`config.mk`:
```
export PLATFORM = sky130hd
export DESIGN_NAME = digest_hex_base64_encoder_top
export DESIGN_NICKNAME = d
export VERILOG_FILES = /design/src/design/dhbe_pkg.sv /design/src/design/dhbe_front.sv /design/src/design/dhbe_queue.sv /design/src/design/dhbe_back.sv /design/src/design/digest_hex_base64_encoder_top.sv
export SDC_FILE = /design/constraint.sdc
export NUM_CORES = 1
export LEC_CHECK = 0
export BUFFER_PORTS_ARGS = -buffer_cell sky130_fd_sc_hd__buf_4
export CAP_MARGIN = 0
export CORE_MARGIN = 2
export CORE_UTILIZATION = 55
export DETAILED_ROUTE_END_ITERATION = 16
export HOLD_SLACK_MARGIN = 0.12
export PLACE_DENSITY = 0.78
export SLEW_MARGIN = 20
export SYNTH_ARGS = -nofsm -noshare
export SYNTH_HDL_FRONTEND = slang
export SYNTH_SLANG_ARGS = --single-unit
```
`constraint.sdc`:
```
create_clock -name i_clk -period 14 [get_ports i_clk]
set_input_delay 1.4 -clock i_clk [delete_from_list [all_inputs] [get_ports i_clk]]
set_output_delay 1.4 -clock i_clk [all_outputs]
set_load 0.05 [all_outputs]
```
`src/design/dhbe_pkg.sv`:
```
// shared types, constants and character tables for the digest text encoder
`default_nettype none

package dhbe_pkg;

    localparam int MAX_DIGEST_BYTES = 64;
    localparam int Q_DEPTH          = 2;
    localparam int Q_PTR_W          = $clog2(Q_DEPTH);
    localparam int Q_CNT_W          = $clog2(Q_DEPTH + 1);

    localparam logic [1:0] CFG_TEXT_MODE     = 2'd0;
    localparam logic [1:0] CFG_DEST_CAPACITY = 2'd1;
    localparam logic [1:0] CFG_DIGEST_LENGTH = 2'd2;

    localparam logic MODE_HEX = 1'b0;
    localparam logic MODE_B64 = 1'b1;

    localparam logic [7:0] PAD_CHAR  = 8'h3D;
    localparam logic [7:0] TERM_CHAR = 8'h00;
    localparam logic [7:0] B64_HI6   = 8'hFC;
    localparam logic [7:0] B64_LO6   = 8'h3F;

    typedef struct packed {
        logic       text_mode;
        logic [7:0] dest_capacity;
        logic [6:0] digest_length;
    } t_cfg;

    typedef struct packed {
        logic [3:0][7:0] chars;
        logic [2:0]      nchar;
        logic            fin;
        logic            fin_valid;
        logic            fin_status;
        logic [7:0]      fin_len;
    } t_cmd;

    function automatic logic [7:0] hex_char(input logic [3:0] nib);
        logic [7:0] v;
        v = {4'h0, nib};
        return (nib < 4'd10) ? 8'h30 + v : 8'h57 + v;
    endfunction

    function automatic logic [7:0] b64_char(input logic [5:0] idx);
        logic [7:0] v;
        logic [7:0] c;
        v = {2'b00, idx};
        if (idx < 6'd26) begin
            c = 8'h41 + v;
        end else if (idx < 6'd52) begin
            c = 8'h47 + v;
        end else if (idx < 6'd62) begin
            c = v - 8'd4;
        end else if (idx == 6'd62) begin
            c = 8'h2B;
        end else begin
            c = 8'h2F;
        end
        return c;
    endfunction

endpackage

`default_nettype wire

```
`src/design/dhbe_front.sv`:
```
// front end: accepts digest bytes, tracks message state, builds result commands
`default_nettype none

module dhbe_front import dhbe_pkg::*; (
    input  wire logic i_clk,
    input  wire logic i_rst_n,
    input  wire t_cfg i_cfg,
    input  wire logic i_accept,
    input  wire logic [7:0] i_byte,
    output logic      o_push,
    output t_cmd      o_cmd
);

    logic [15:0] r_held,  n_held;
    logic [1:0]  r_fill,  n_fill;
    logic [6:0]  r_seen,  n_seen;
    logic [7:0]  r_cw,    n_cw;

    logic [6:0] eff;
    logic [7:0] seen1;
    logic       last;
    logic       fits;
    logic [7:0] cw_hex;
    logic [8:0] cw_hex1;
    logic [2:0] fill;
    logic       grp_full;
    logic       emit;
    logic [7:0] t0, t1, t2;
    logic [1:0] cnt;
    logic [5:0] i0, i1, i2, i3;
    logic [7:0] avail;
    logic [2:0] ng;
    logic [2:0] nb;
    logic [7:0] cw_b64;
    t_cmd       cmd;

    always_comb begin
        if (i_cfg.digest_length == 7'd0) begin
            eff = 7'd1;
        end else if (i_cfg.digest_length > 7'(MAX_DIGEST_BYTES)) begin
            eff = 7'(MAX_DIGEST_BYTES);
        end else begin
            eff = i_cfg.digest_length;
        end
        seen1 = {1'b0, r_seen} + 8'd1;
        last  = seen1 >= {1'b0, eff};

        // hex path
        fits    = {eff, 1'b0} <= i_cfg.dest_capacity;
        cw_hex  = fits ? r_cw + 8'd2 : r_cw;
        cw_hex1 = {1'b0, cw_hex} + 9'd1;

        // base64 path
        fill     = {1'b0, r_fill} + 3'd1;
        grp_full = fill >= 3'd3;
        emit     = grp_full || last;
        if (grp_full) begin
            t0 = r_held[15:8]; t1 = r_held[7:0]; t2 = i_byte; cnt = 2'd3;
        end else if (fill == 3'd1) begin
            t0 = i_byte; t1 = 8'h00; t2 = 8'h00; cnt = 2'd1;
        end else begin
            t0 = r_held[7:0]; t1 = i_byte; t2 = 8'h00; cnt = 2'd2;
        end
        i0 = 6'((t0 & B64_HI6) >> 2);
        i1 = {t0[1:0], t1[7:4]};
        i2 = {t1[3:0], t2[7:6]};
        i3 = 6'(t2 & B64_LO6);
        avail  = (i_cfg.dest_capacity > r_cw) ? i_cfg.dest_capacity - r_cw : 8'd0;
        ng     = emit ? 3'd4 : 3'd0;
        nb     = (avail < {5'd0, ng}) ? avail[2:0] : ng;
        cw_b64 = r_cw + {5'd0, nb};

        cmd = '0;
        cmd.fin = last;
        n_held = r_held;
        n_fill = r_fill;
        n_seen = last ? 7'd0 : seen1[6:0];
        unique case (i_cfg.text_mode)
            MODE_HEX: begin
                cmd.chars[0] = hex_char(i_byte[7:4]);
                cmd.chars[1] = hex_char(i_byte[3:0]);
                cmd.nchar    = fits ? 3'd2 : 3'd0;
                n_cw         = cw_hex;
                if (!fits) begin
                    cmd.fin_status = 1'b1;
                end else if ({1'b0, i_cfg.dest_capacity} > cw_hex1) begin
                    cmd.fin_valid = 1'b1;
                    cmd.fin_len   = cw_hex1[7:0];
                end else begin
                    cmd.fin_len   = cw_hex;
                end
            end
            MODE_B64: begin
                cmd.chars[0] = b64_char(i0);
                cmd.chars[1] = b64_char(i1);
                cmd.chars[2] = (cnt >= 2'd2) ? b64_char(i2) : PAD_CHAR;
                cmd.chars[3] = (cnt == 2'd3) ? b64_char(i3) : PAD_CHAR;
                cmd.nchar    = nb;
                n_cw         = cw_b64;
                n_held       = {r_held[7:0], i_byte};
                n_fill       = grp_full ? 2'd0 : fill[1:0];
                if (cw_b64 < i_cfg.dest_capacity) begin
                    cmd.fin_valid = 1'b1;
                    cmd.fin_len   = cw_b64 + 8'd1;
                end else begin
                    cmd.fin_status = 1'b1;
                end
            end
            default: begin
                n_cw = r_cw;
            end
        endcase
        if (last) begin
            n_held = '0;
            n_fill = '0;
            n_cw   = '0;
        end
    end

    always_ff @(posedge i_clk) begin
        if (!i_rst_n) begin
            r_held <= '0;
            r_fill <= '0;
            r_seen <= '0;
            r_cw   <= '0;
        end else if (i_accept) begin
            r_held <= n_held;
            r_fill <= n_fill;
            r_seen <= n_seen;
            r_cw   <= n_cw;
        end
    end

    assign o_push = i_accept && (cmd.nchar != 3'd0 || cmd.fin);
    assign o_cmd  = cmd;

endmodule

`default_nettype wire

```
`src/design/dhbe_queue.sv`:
```
// short command queue between front and back end
`default_nettype none

module dhbe_queue import dhbe_pkg::*; (
    input  wire logic i_clk,
    input  wire logic i_rst_n,
    input  wire logic i_push,
    input  wire t_cmd i_cmd,
    input  wire logic i_pop,
    output logic      o_full,
    output logic      o_valid,
    output t_cmd      o_head
);

    t_cmd               r_mem [Q_DEPTH];
    logic [Q_PTR_W-1:0] r_wr, r_rd;
    logic [Q_CNT_W-1:0] r_cnt;

    always_ff @(posedge i_clk) begin
        if (i_push) begin
            r_mem[r_wr] <= i_cmd;
        end
    end

    always_ff @(posedge i_clk) begin
        if (!i_rst_n) begin
            r_wr  <= '0;
            r_rd  <= '0;
            r_cnt <= '0;
        end else begin
            if (i_push) begin
                r_wr <= (r_wr == Q_PTR_W'(Q_DEPTH - 1)) ? '0 : r_wr + 1'b1;
            end
            if (i_pop) begin
                r_rd <= (r_rd == Q_PTR_W'(Q_DEPTH - 1)) ? '0 : r_rd + 1'b1;
            end
            r_cnt <= r_cnt + Q_CNT_W'(i_push) - Q_CNT_W'(i_pop);
        end
    end

    assign o_full  = r_cnt == Q_CNT_W'(Q_DEPTH);
    assign o_valid = r_cnt != '0;
    assign o_head  = r_mem[r_rd];

endmodule

`default_nettype wire

```
`src/design/dhbe_back.sv`:
```
// back end: walks each command into result items behind an output register
`default_nettype none

module dhbe_back import dhbe_pkg::*; (
    input  wire logic i_clk,
    input  wire logic i_rst_n,
    input  wire logic i_valid,
    input  wire t_cmd i_cmd,
    output logic      o_pop,
    input  wire logic i_ready,
    output logic      o_valid,
    output logic [7:0] o_char,
    output logic      o_char_valid,
    output logic      o_done,
    output logic      o_status,
    output logic [7:0] o_len
);

    logic [2:0] r_idx, n_idx;
    logic       r_ovalid;
    logic [7:0] r_char, n_char;
    logic       r_cv,   n_cv;
    logic       r_done, n_done;
    logic       r_st,   n_st;
    logic [7:0] r_len,  n_len;
    logic       load;
    logic [2:0] total;

    always_comb begin
        load  = i_valid && (!r_ovalid || i_ready);
        total = i_cmd.nchar + {2'b00, i_cmd.fin};
        if (r_idx < i_cmd.nchar) begin
            n_char = i_cmd.chars[r_idx[1:0]];
            n_cv   = 1'b1;
            n_done = 1'b0;
            n_st   = 1'b0;
            n_len  = 8'd0;
        end else begin
            n_char = TERM_CHAR;
            n_cv   = i_cmd.fin_valid;
            n_done = 1'b1;
            n_st   = i_cmd.fin_status;
            n_len  = i_cmd.fin_len;
        end
        o_pop = load && (r_idx == total - 3'd1);
        n_idx = o_pop ? 3'd0 : r_idx + 3'd1;
    end

    always_ff @(posedge i_clk) begin
        if (!i_rst_n) begin
            r_idx    <= '0;
            r_ovalid <= 1'b0;
        end else begin
            if (load) begin
                r_idx <= n_idx;
            end
            if (load) begin
                r_ovalid <= 1'b1;
            end else if (i_ready) begin
                r_ovalid <= 1'b0;
            end
        end
    end

    always_ff @(posedge i_clk) begin
        if (load) begin
            r_char <= n_char;
            r_cv   <= n_cv;
            r_done <= n_done;
            r_st   <= n_st;
            r_len  <= n_len;
        end
    end

    assign o_valid      = r_ovalid;
    assign o_char       = r_char;
    assign o_char_valid = r_cv;
    assign o_done       = r_done;
    assign o_status     = r_st;
    assign o_len        = r_len;

endmodule

`default_nettype wire

```
`src/design/digest_hex_base64_encoder_top.sv`:
```
// top level of the digest hex / base64 text encoder
//
//  channel   direction  payload
//  s_axis    in         tdata[7:0] digest_byte
//  m_axis    out        tdata char_code, status, final_length; tuser char_valid; tlast done
//  cfg       in         index 0 text mode, 1 dest_capacity, 2 digest_length
//
//  a byte is taken every cycle while the two-entry command queue has room
//  the back end sends one item a cycle while the receiver is ready; a byte gives up to two hex
//  chars, three bytes up to four base64 chars, plus a final item per message; the single output port sets the rate
//  reset clears message state and restores the register defaults
//  either side may stall without losing items; the queue absorbs the difference
`default_nettype none

module digest_hex_base64_encoder_top import dhbe_pkg::*; (
    input  wire logic        i_clk,
    input  wire logic        i_rst_n,
    input  wire logic        s_axis_tvalid,
    output logic             s_axis_tready,
    input  wire logic [7:0]  s_axis_tdata,   // [7:0] digest_byte
    output logic             m_axis_tvalid,
    input  wire logic        m_axis_tready,
    output logic [23:0]      m_axis_tdata,   // [7:0] char_code, [8] status, [16:9] final_length
    output logic             m_axis_tuser,   // [0] char_valid
    output logic             m_axis_tlast,
    input  wire logic        i_cfg_valid,
    output logic             o_cfg_ready,
    input  wire logic [1:0]  i_cfg_index,
    input  wire logic [7:0]  i_cfg_data
);

    t_cfg       r_cfg;
    logic       accept;
    logic       push;
    t_cmd       cmd;
    logic       q_full;
    logic       q_valid;
    t_cmd       q_head;
    logic       pop;
    logic [7:0] char_code;
    logic       status;
    logic [7:0] final_length;

    always_ff @(posedge i_clk) begin
        if (!i_rst_n) begin
            r_cfg.text_mode     <= MODE_HEX;
            r_cfg.dest_capacity <= 8'd0;
            r_cfg.digest_length <= 7'd32;
        end else if (i_cfg_valid) begin
            unique case (i_cfg_index)
                CFG_TEXT_MODE:     r_cfg.text_mode     <= i_cfg_data[0];
                CFG_DEST_CAPACITY: r_cfg.dest_capacity <= i_cfg_data;
                CFG_DIGEST_LENGTH: r_cfg.digest_length <= i_cfg_data[6:0];
                default: ;
            endcase
        end
    end

    assign o_cfg_ready   = 1'b1;
    assign s_axis_tready = !q_full;
    assign accept        = s_axis_tvalid && !q_full;

    dhbe_front u_front (
        .i_clk    (i_clk),
        .i_rst_n  (i_rst_n),
        .i_cfg    (r_cfg),
        .i_accept (accept),
        .i_byte   (s_axis_tdata),
        .o_push   (push),
        .o_cmd    (cmd)
    );

    dhbe_queue u_queue (
        .i_clk   (i_clk),
        .i_rst_n (i_rst_n),
        .i_push  (push),
        .i_cmd   (cmd),
        .i_pop   (pop),
        .o_full  (q_full),
        .o_valid (q_valid),
        .o_head  (q_head)
    );

    dhbe_back u_back (
        .i_clk        (i_clk),
        .i_rst_n      (i_rst_n),
        .i_valid      (q_valid),
        .i_cmd        (q_head),
        .o_pop        (pop),
        .i_ready      (m_axis_tready),
        .o_valid      (m_axis_tvalid),
        .o_char       (char_code),
        .o_char_valid (m_axis_tuser),
        .o_done       (m_axis_tlast),
        .o_status     (status),
        .o_len        (final_length)
    );

    assign m_axis_tdata = {7'd0, final_length, status, char_code};

endmodule

`default_nettype wire

```
==> summary.md <==
| Metric | Value |
|---|---|
| CTS tree | `done` |
| Fraction of layout cells with a size suffix above 1 | `roughly an eighth` |
| Pin count of the biggest net entering global routing | `63` |
| # DRC | `0` |
| Row cnt | `51` |
| Layout Utilization | `61.0%` |
| Startpoint types | `register` |
| Nets | `1182` |
| Core Area | `19400 µm²` |
| # setup viols final | `0` |
| Die ar. | `between 20000 and 25000 µm²` |
| Crit path arrival time | `around 5.8 ns` |
| Crit path max fanout | `15` |
| DR vias | `7940` |
| Leakage | `roughly 4.5 nW` |
| N_diodes | `0` |
| VDD IR max | `~0.000091 V` |
| Pwr per Cell Area | `about 130 nW/µm²` |
| H-tree depth | `4` |
| Count leader, synth | `edfxtp_1` |
| CTS Sinks | `around 170` |
| Rel. slew slack | `31.0%` |
| Layout Skew | `about 0.011 ns` |
| Final wirelength | `23400 µm` |
| Slowest stage delay, CP | `0.74 ns` |
| Max-Cap Viols | `0` |
| Seq/Total Area, Yosys | `41.5%` |
| Vias in the first global route | `7290` |
| Synth warn | `0` |
| Initial core utilization | `55.8%` |
| DRT iter0 DRCs | `593` |
| Mapped Area | `10800 µm²` |
| Largest area contributor in the netlist | `edfxtp_1` |
| Die width | `144 µm` |
| First-pass GRT wire length | `38100 µm` |
| Cells along the critical path | `ha_1 -> and3_1 -> nand3_1 -> xnor2_1 -> ha_1 -> nand3_1 -> o21ai_1 -> o21ai_0 -> nor2_1 -> ha_1 -> a21o_1 -> a21oi_1 -> nor3_1 -> xnor2_1 -> inv_1 -> ha_1 -> o21ai_0 -> a21oi_1 -> o22ai_1` |
| Overall Global Routing Usage | `23.6%` |
| Clock buffer depth | `2` |
| PortBufs | `43` |
| Slew Viols, Final | `0` |
| Postcts setup bufs | `0` |
| Die height | `144 µm` |
| Worst Path Buf+Inv | `1` |
| Most frequent CP cell | `ha_1` |
| Endpoints failing hold | `0` |
| Placed inst area | `between 10000 and 15000 µm²` |
| CP required | `14.13 ns` |
| Num CTS Buffers | `17` |
| Synth cell count leaders | `edfxtp_1, nand2_1, ha_1` |
| PostCTS Resize Cnt | `0` |
| Gate Count Post-Synth | `roughly 1100` |
| Post-route cell area | `~12000 µm²` |
| Fmax | `176 MHz` |
| Unique masters post-synth | `82` |
| Asr flop ratio synth | `0%` |
| Routed len/inst | `17.2 µm` |
| Hold-fix buffers at CTS | `0` |
| Drt pass-1 iters | `5` |
| Outcome | `finished, final reports clean` |
| Top cells by area, synth | `edfxtp_1, dfxtp_1, ha_1` |
| Worst Slack Setup Final | `8.31 ns` |
| HPWL Detailed | `16900 µm` |
| Final ANT Viol Nets | `0` |
| CTS root buffer | `clkbuf_16` |
| Slowest CP cell | `o21ai_1` |
| Crit end category | `register` |
| RSZ-0062 raised after global routing | `false` |
| Final Critical Period | `between 5 and 6 ns` |
| Worst skew pair latency | `between 0.4 and 0.5 ns` |
| CP delay by family, top | `compound AO/OA/AOI/OAI gates` |
| Layout area overhead | `9.40%` |
| Setup TNS | `0 ns` |
| Antenna violations before repair | `0` |
| Hold Crit Class | `register to register` |
| Yosys reg bits | `169` |
| RePlAce Congestion | `0.900` |
| Worst Tran Pin Value | `1.03 ns` |
| Top-area cell type share of the netlist area | `between 30% and 40%` |
| Post-synth EDFFs | `111` |
| Pre-CTS WS | `8.37 ns` |
| CTS clk-pin slew, worst paths | `0.07 ns` |
| Via density | `5.85` |
| I/O pin total | `52` |
| Critical path class | `register to register` |
| Final period utilization | `40.7%` |
| Syn_area_per_cell | `10.1 µm²` |
| GR Overflow Total | `0` |
| Synth Flop Type | `edfxtp_1` |
## stage by stage
step / hold WS, ns / instances / total power, mW
after floorplan: 0.469 / 1076 / 0.969
after global placement: 0.492 / 1326 / 1.07
after detailed placement: 0.489 / 1326 / 1.08
after CTS: 0.517 / 1358 / 1.54
after global routing: 0.548 / 1358 / 1.61
final: 0.514 / 1358 / 1.54
## cells in the final DEF, fill, tap and decap left out, drive strengths merged, types with 16 or more instances in the layout
master and n:
a21oi 62, mux2i 56, clkbuf 19, nand2 80, ha 77, edfxtp 111
nor2b 52, o21ai 54, nand3 29, nor3 18, a22oi 33, xnor2 48
nor2 66, mux4 16, inv 74, dfxtp 58, buf 46
## final cells by class
class                           count  area (µm²)
Fill cell                        1609        7560
Multi-Input combinational cell    779        5820
Sequential cell                   169        4500
Clock buffer                       19         433
Timing Repair Buffer               46         345
Tap cell                          265         332
Inverter                           67         251
Clock inverter                     13         156
## report_power, final
group / internal [mW] / switching, mW / leakage, nW
registers: 0.610 / 0.0416 / 1.50
clock network: 0.268 / 0.205 / 0.283
logic: 0.153 / 0.261 / 2.73
total: 1.03 / 0.508 / 4.51
## path summary, 6_finish.rpt
path	start	to	slack, ns	cells after the start
max	u_front.r_seen[0]	u_queue.r_mem[0][7]	8.31	19
min reg2reg	u_queue.r_cnt[0]	u_back.o_valid	0.51	1
max reg2reg	u_front.r_seen[0]	u_queue.r_mem[0][7]	8.31	19
min	u_queue.r_cnt[0]	u_back.o_valid	0.51	1
## cell families after synthesis
family / share of synthesized area (%)
compound gates: 15.6
xor+xnor: 5.17
fa+ha+maj: 9.27
buf+inv: 4.95
flops: 41.5
mux: 9.14
other cells: 0.0694
simple gates: 14.3
## per-layer routing
layer / track usage (%) / part of all wire [%]
met5: 0 / 0
met2: 35.6 / 45
met4: 6.75 / 1.8
met1: 34.6 / 48
met3: 4.97 / 5.9
## registers in the layout (all words and copies together) (netlist names), named ones only
name                 cells
u_queue.r_wr             1
u_queue.r_rd             1
u_queue.r_cnt            2
u_back.o_len             8
u_front.r_seen           7
u_queue.r_mem           92
r_cfg                   16
u_back.o_status          1
u_back.o_valid           1
u_back.o_char            8
u_front.r_cw             8
u_back.r_idx             3
u_front.r_fill           2
u_front.r_held          16
u_back.o_done            1
u_back.o_char_valid      1
Power figures use the tool's default switching activity.
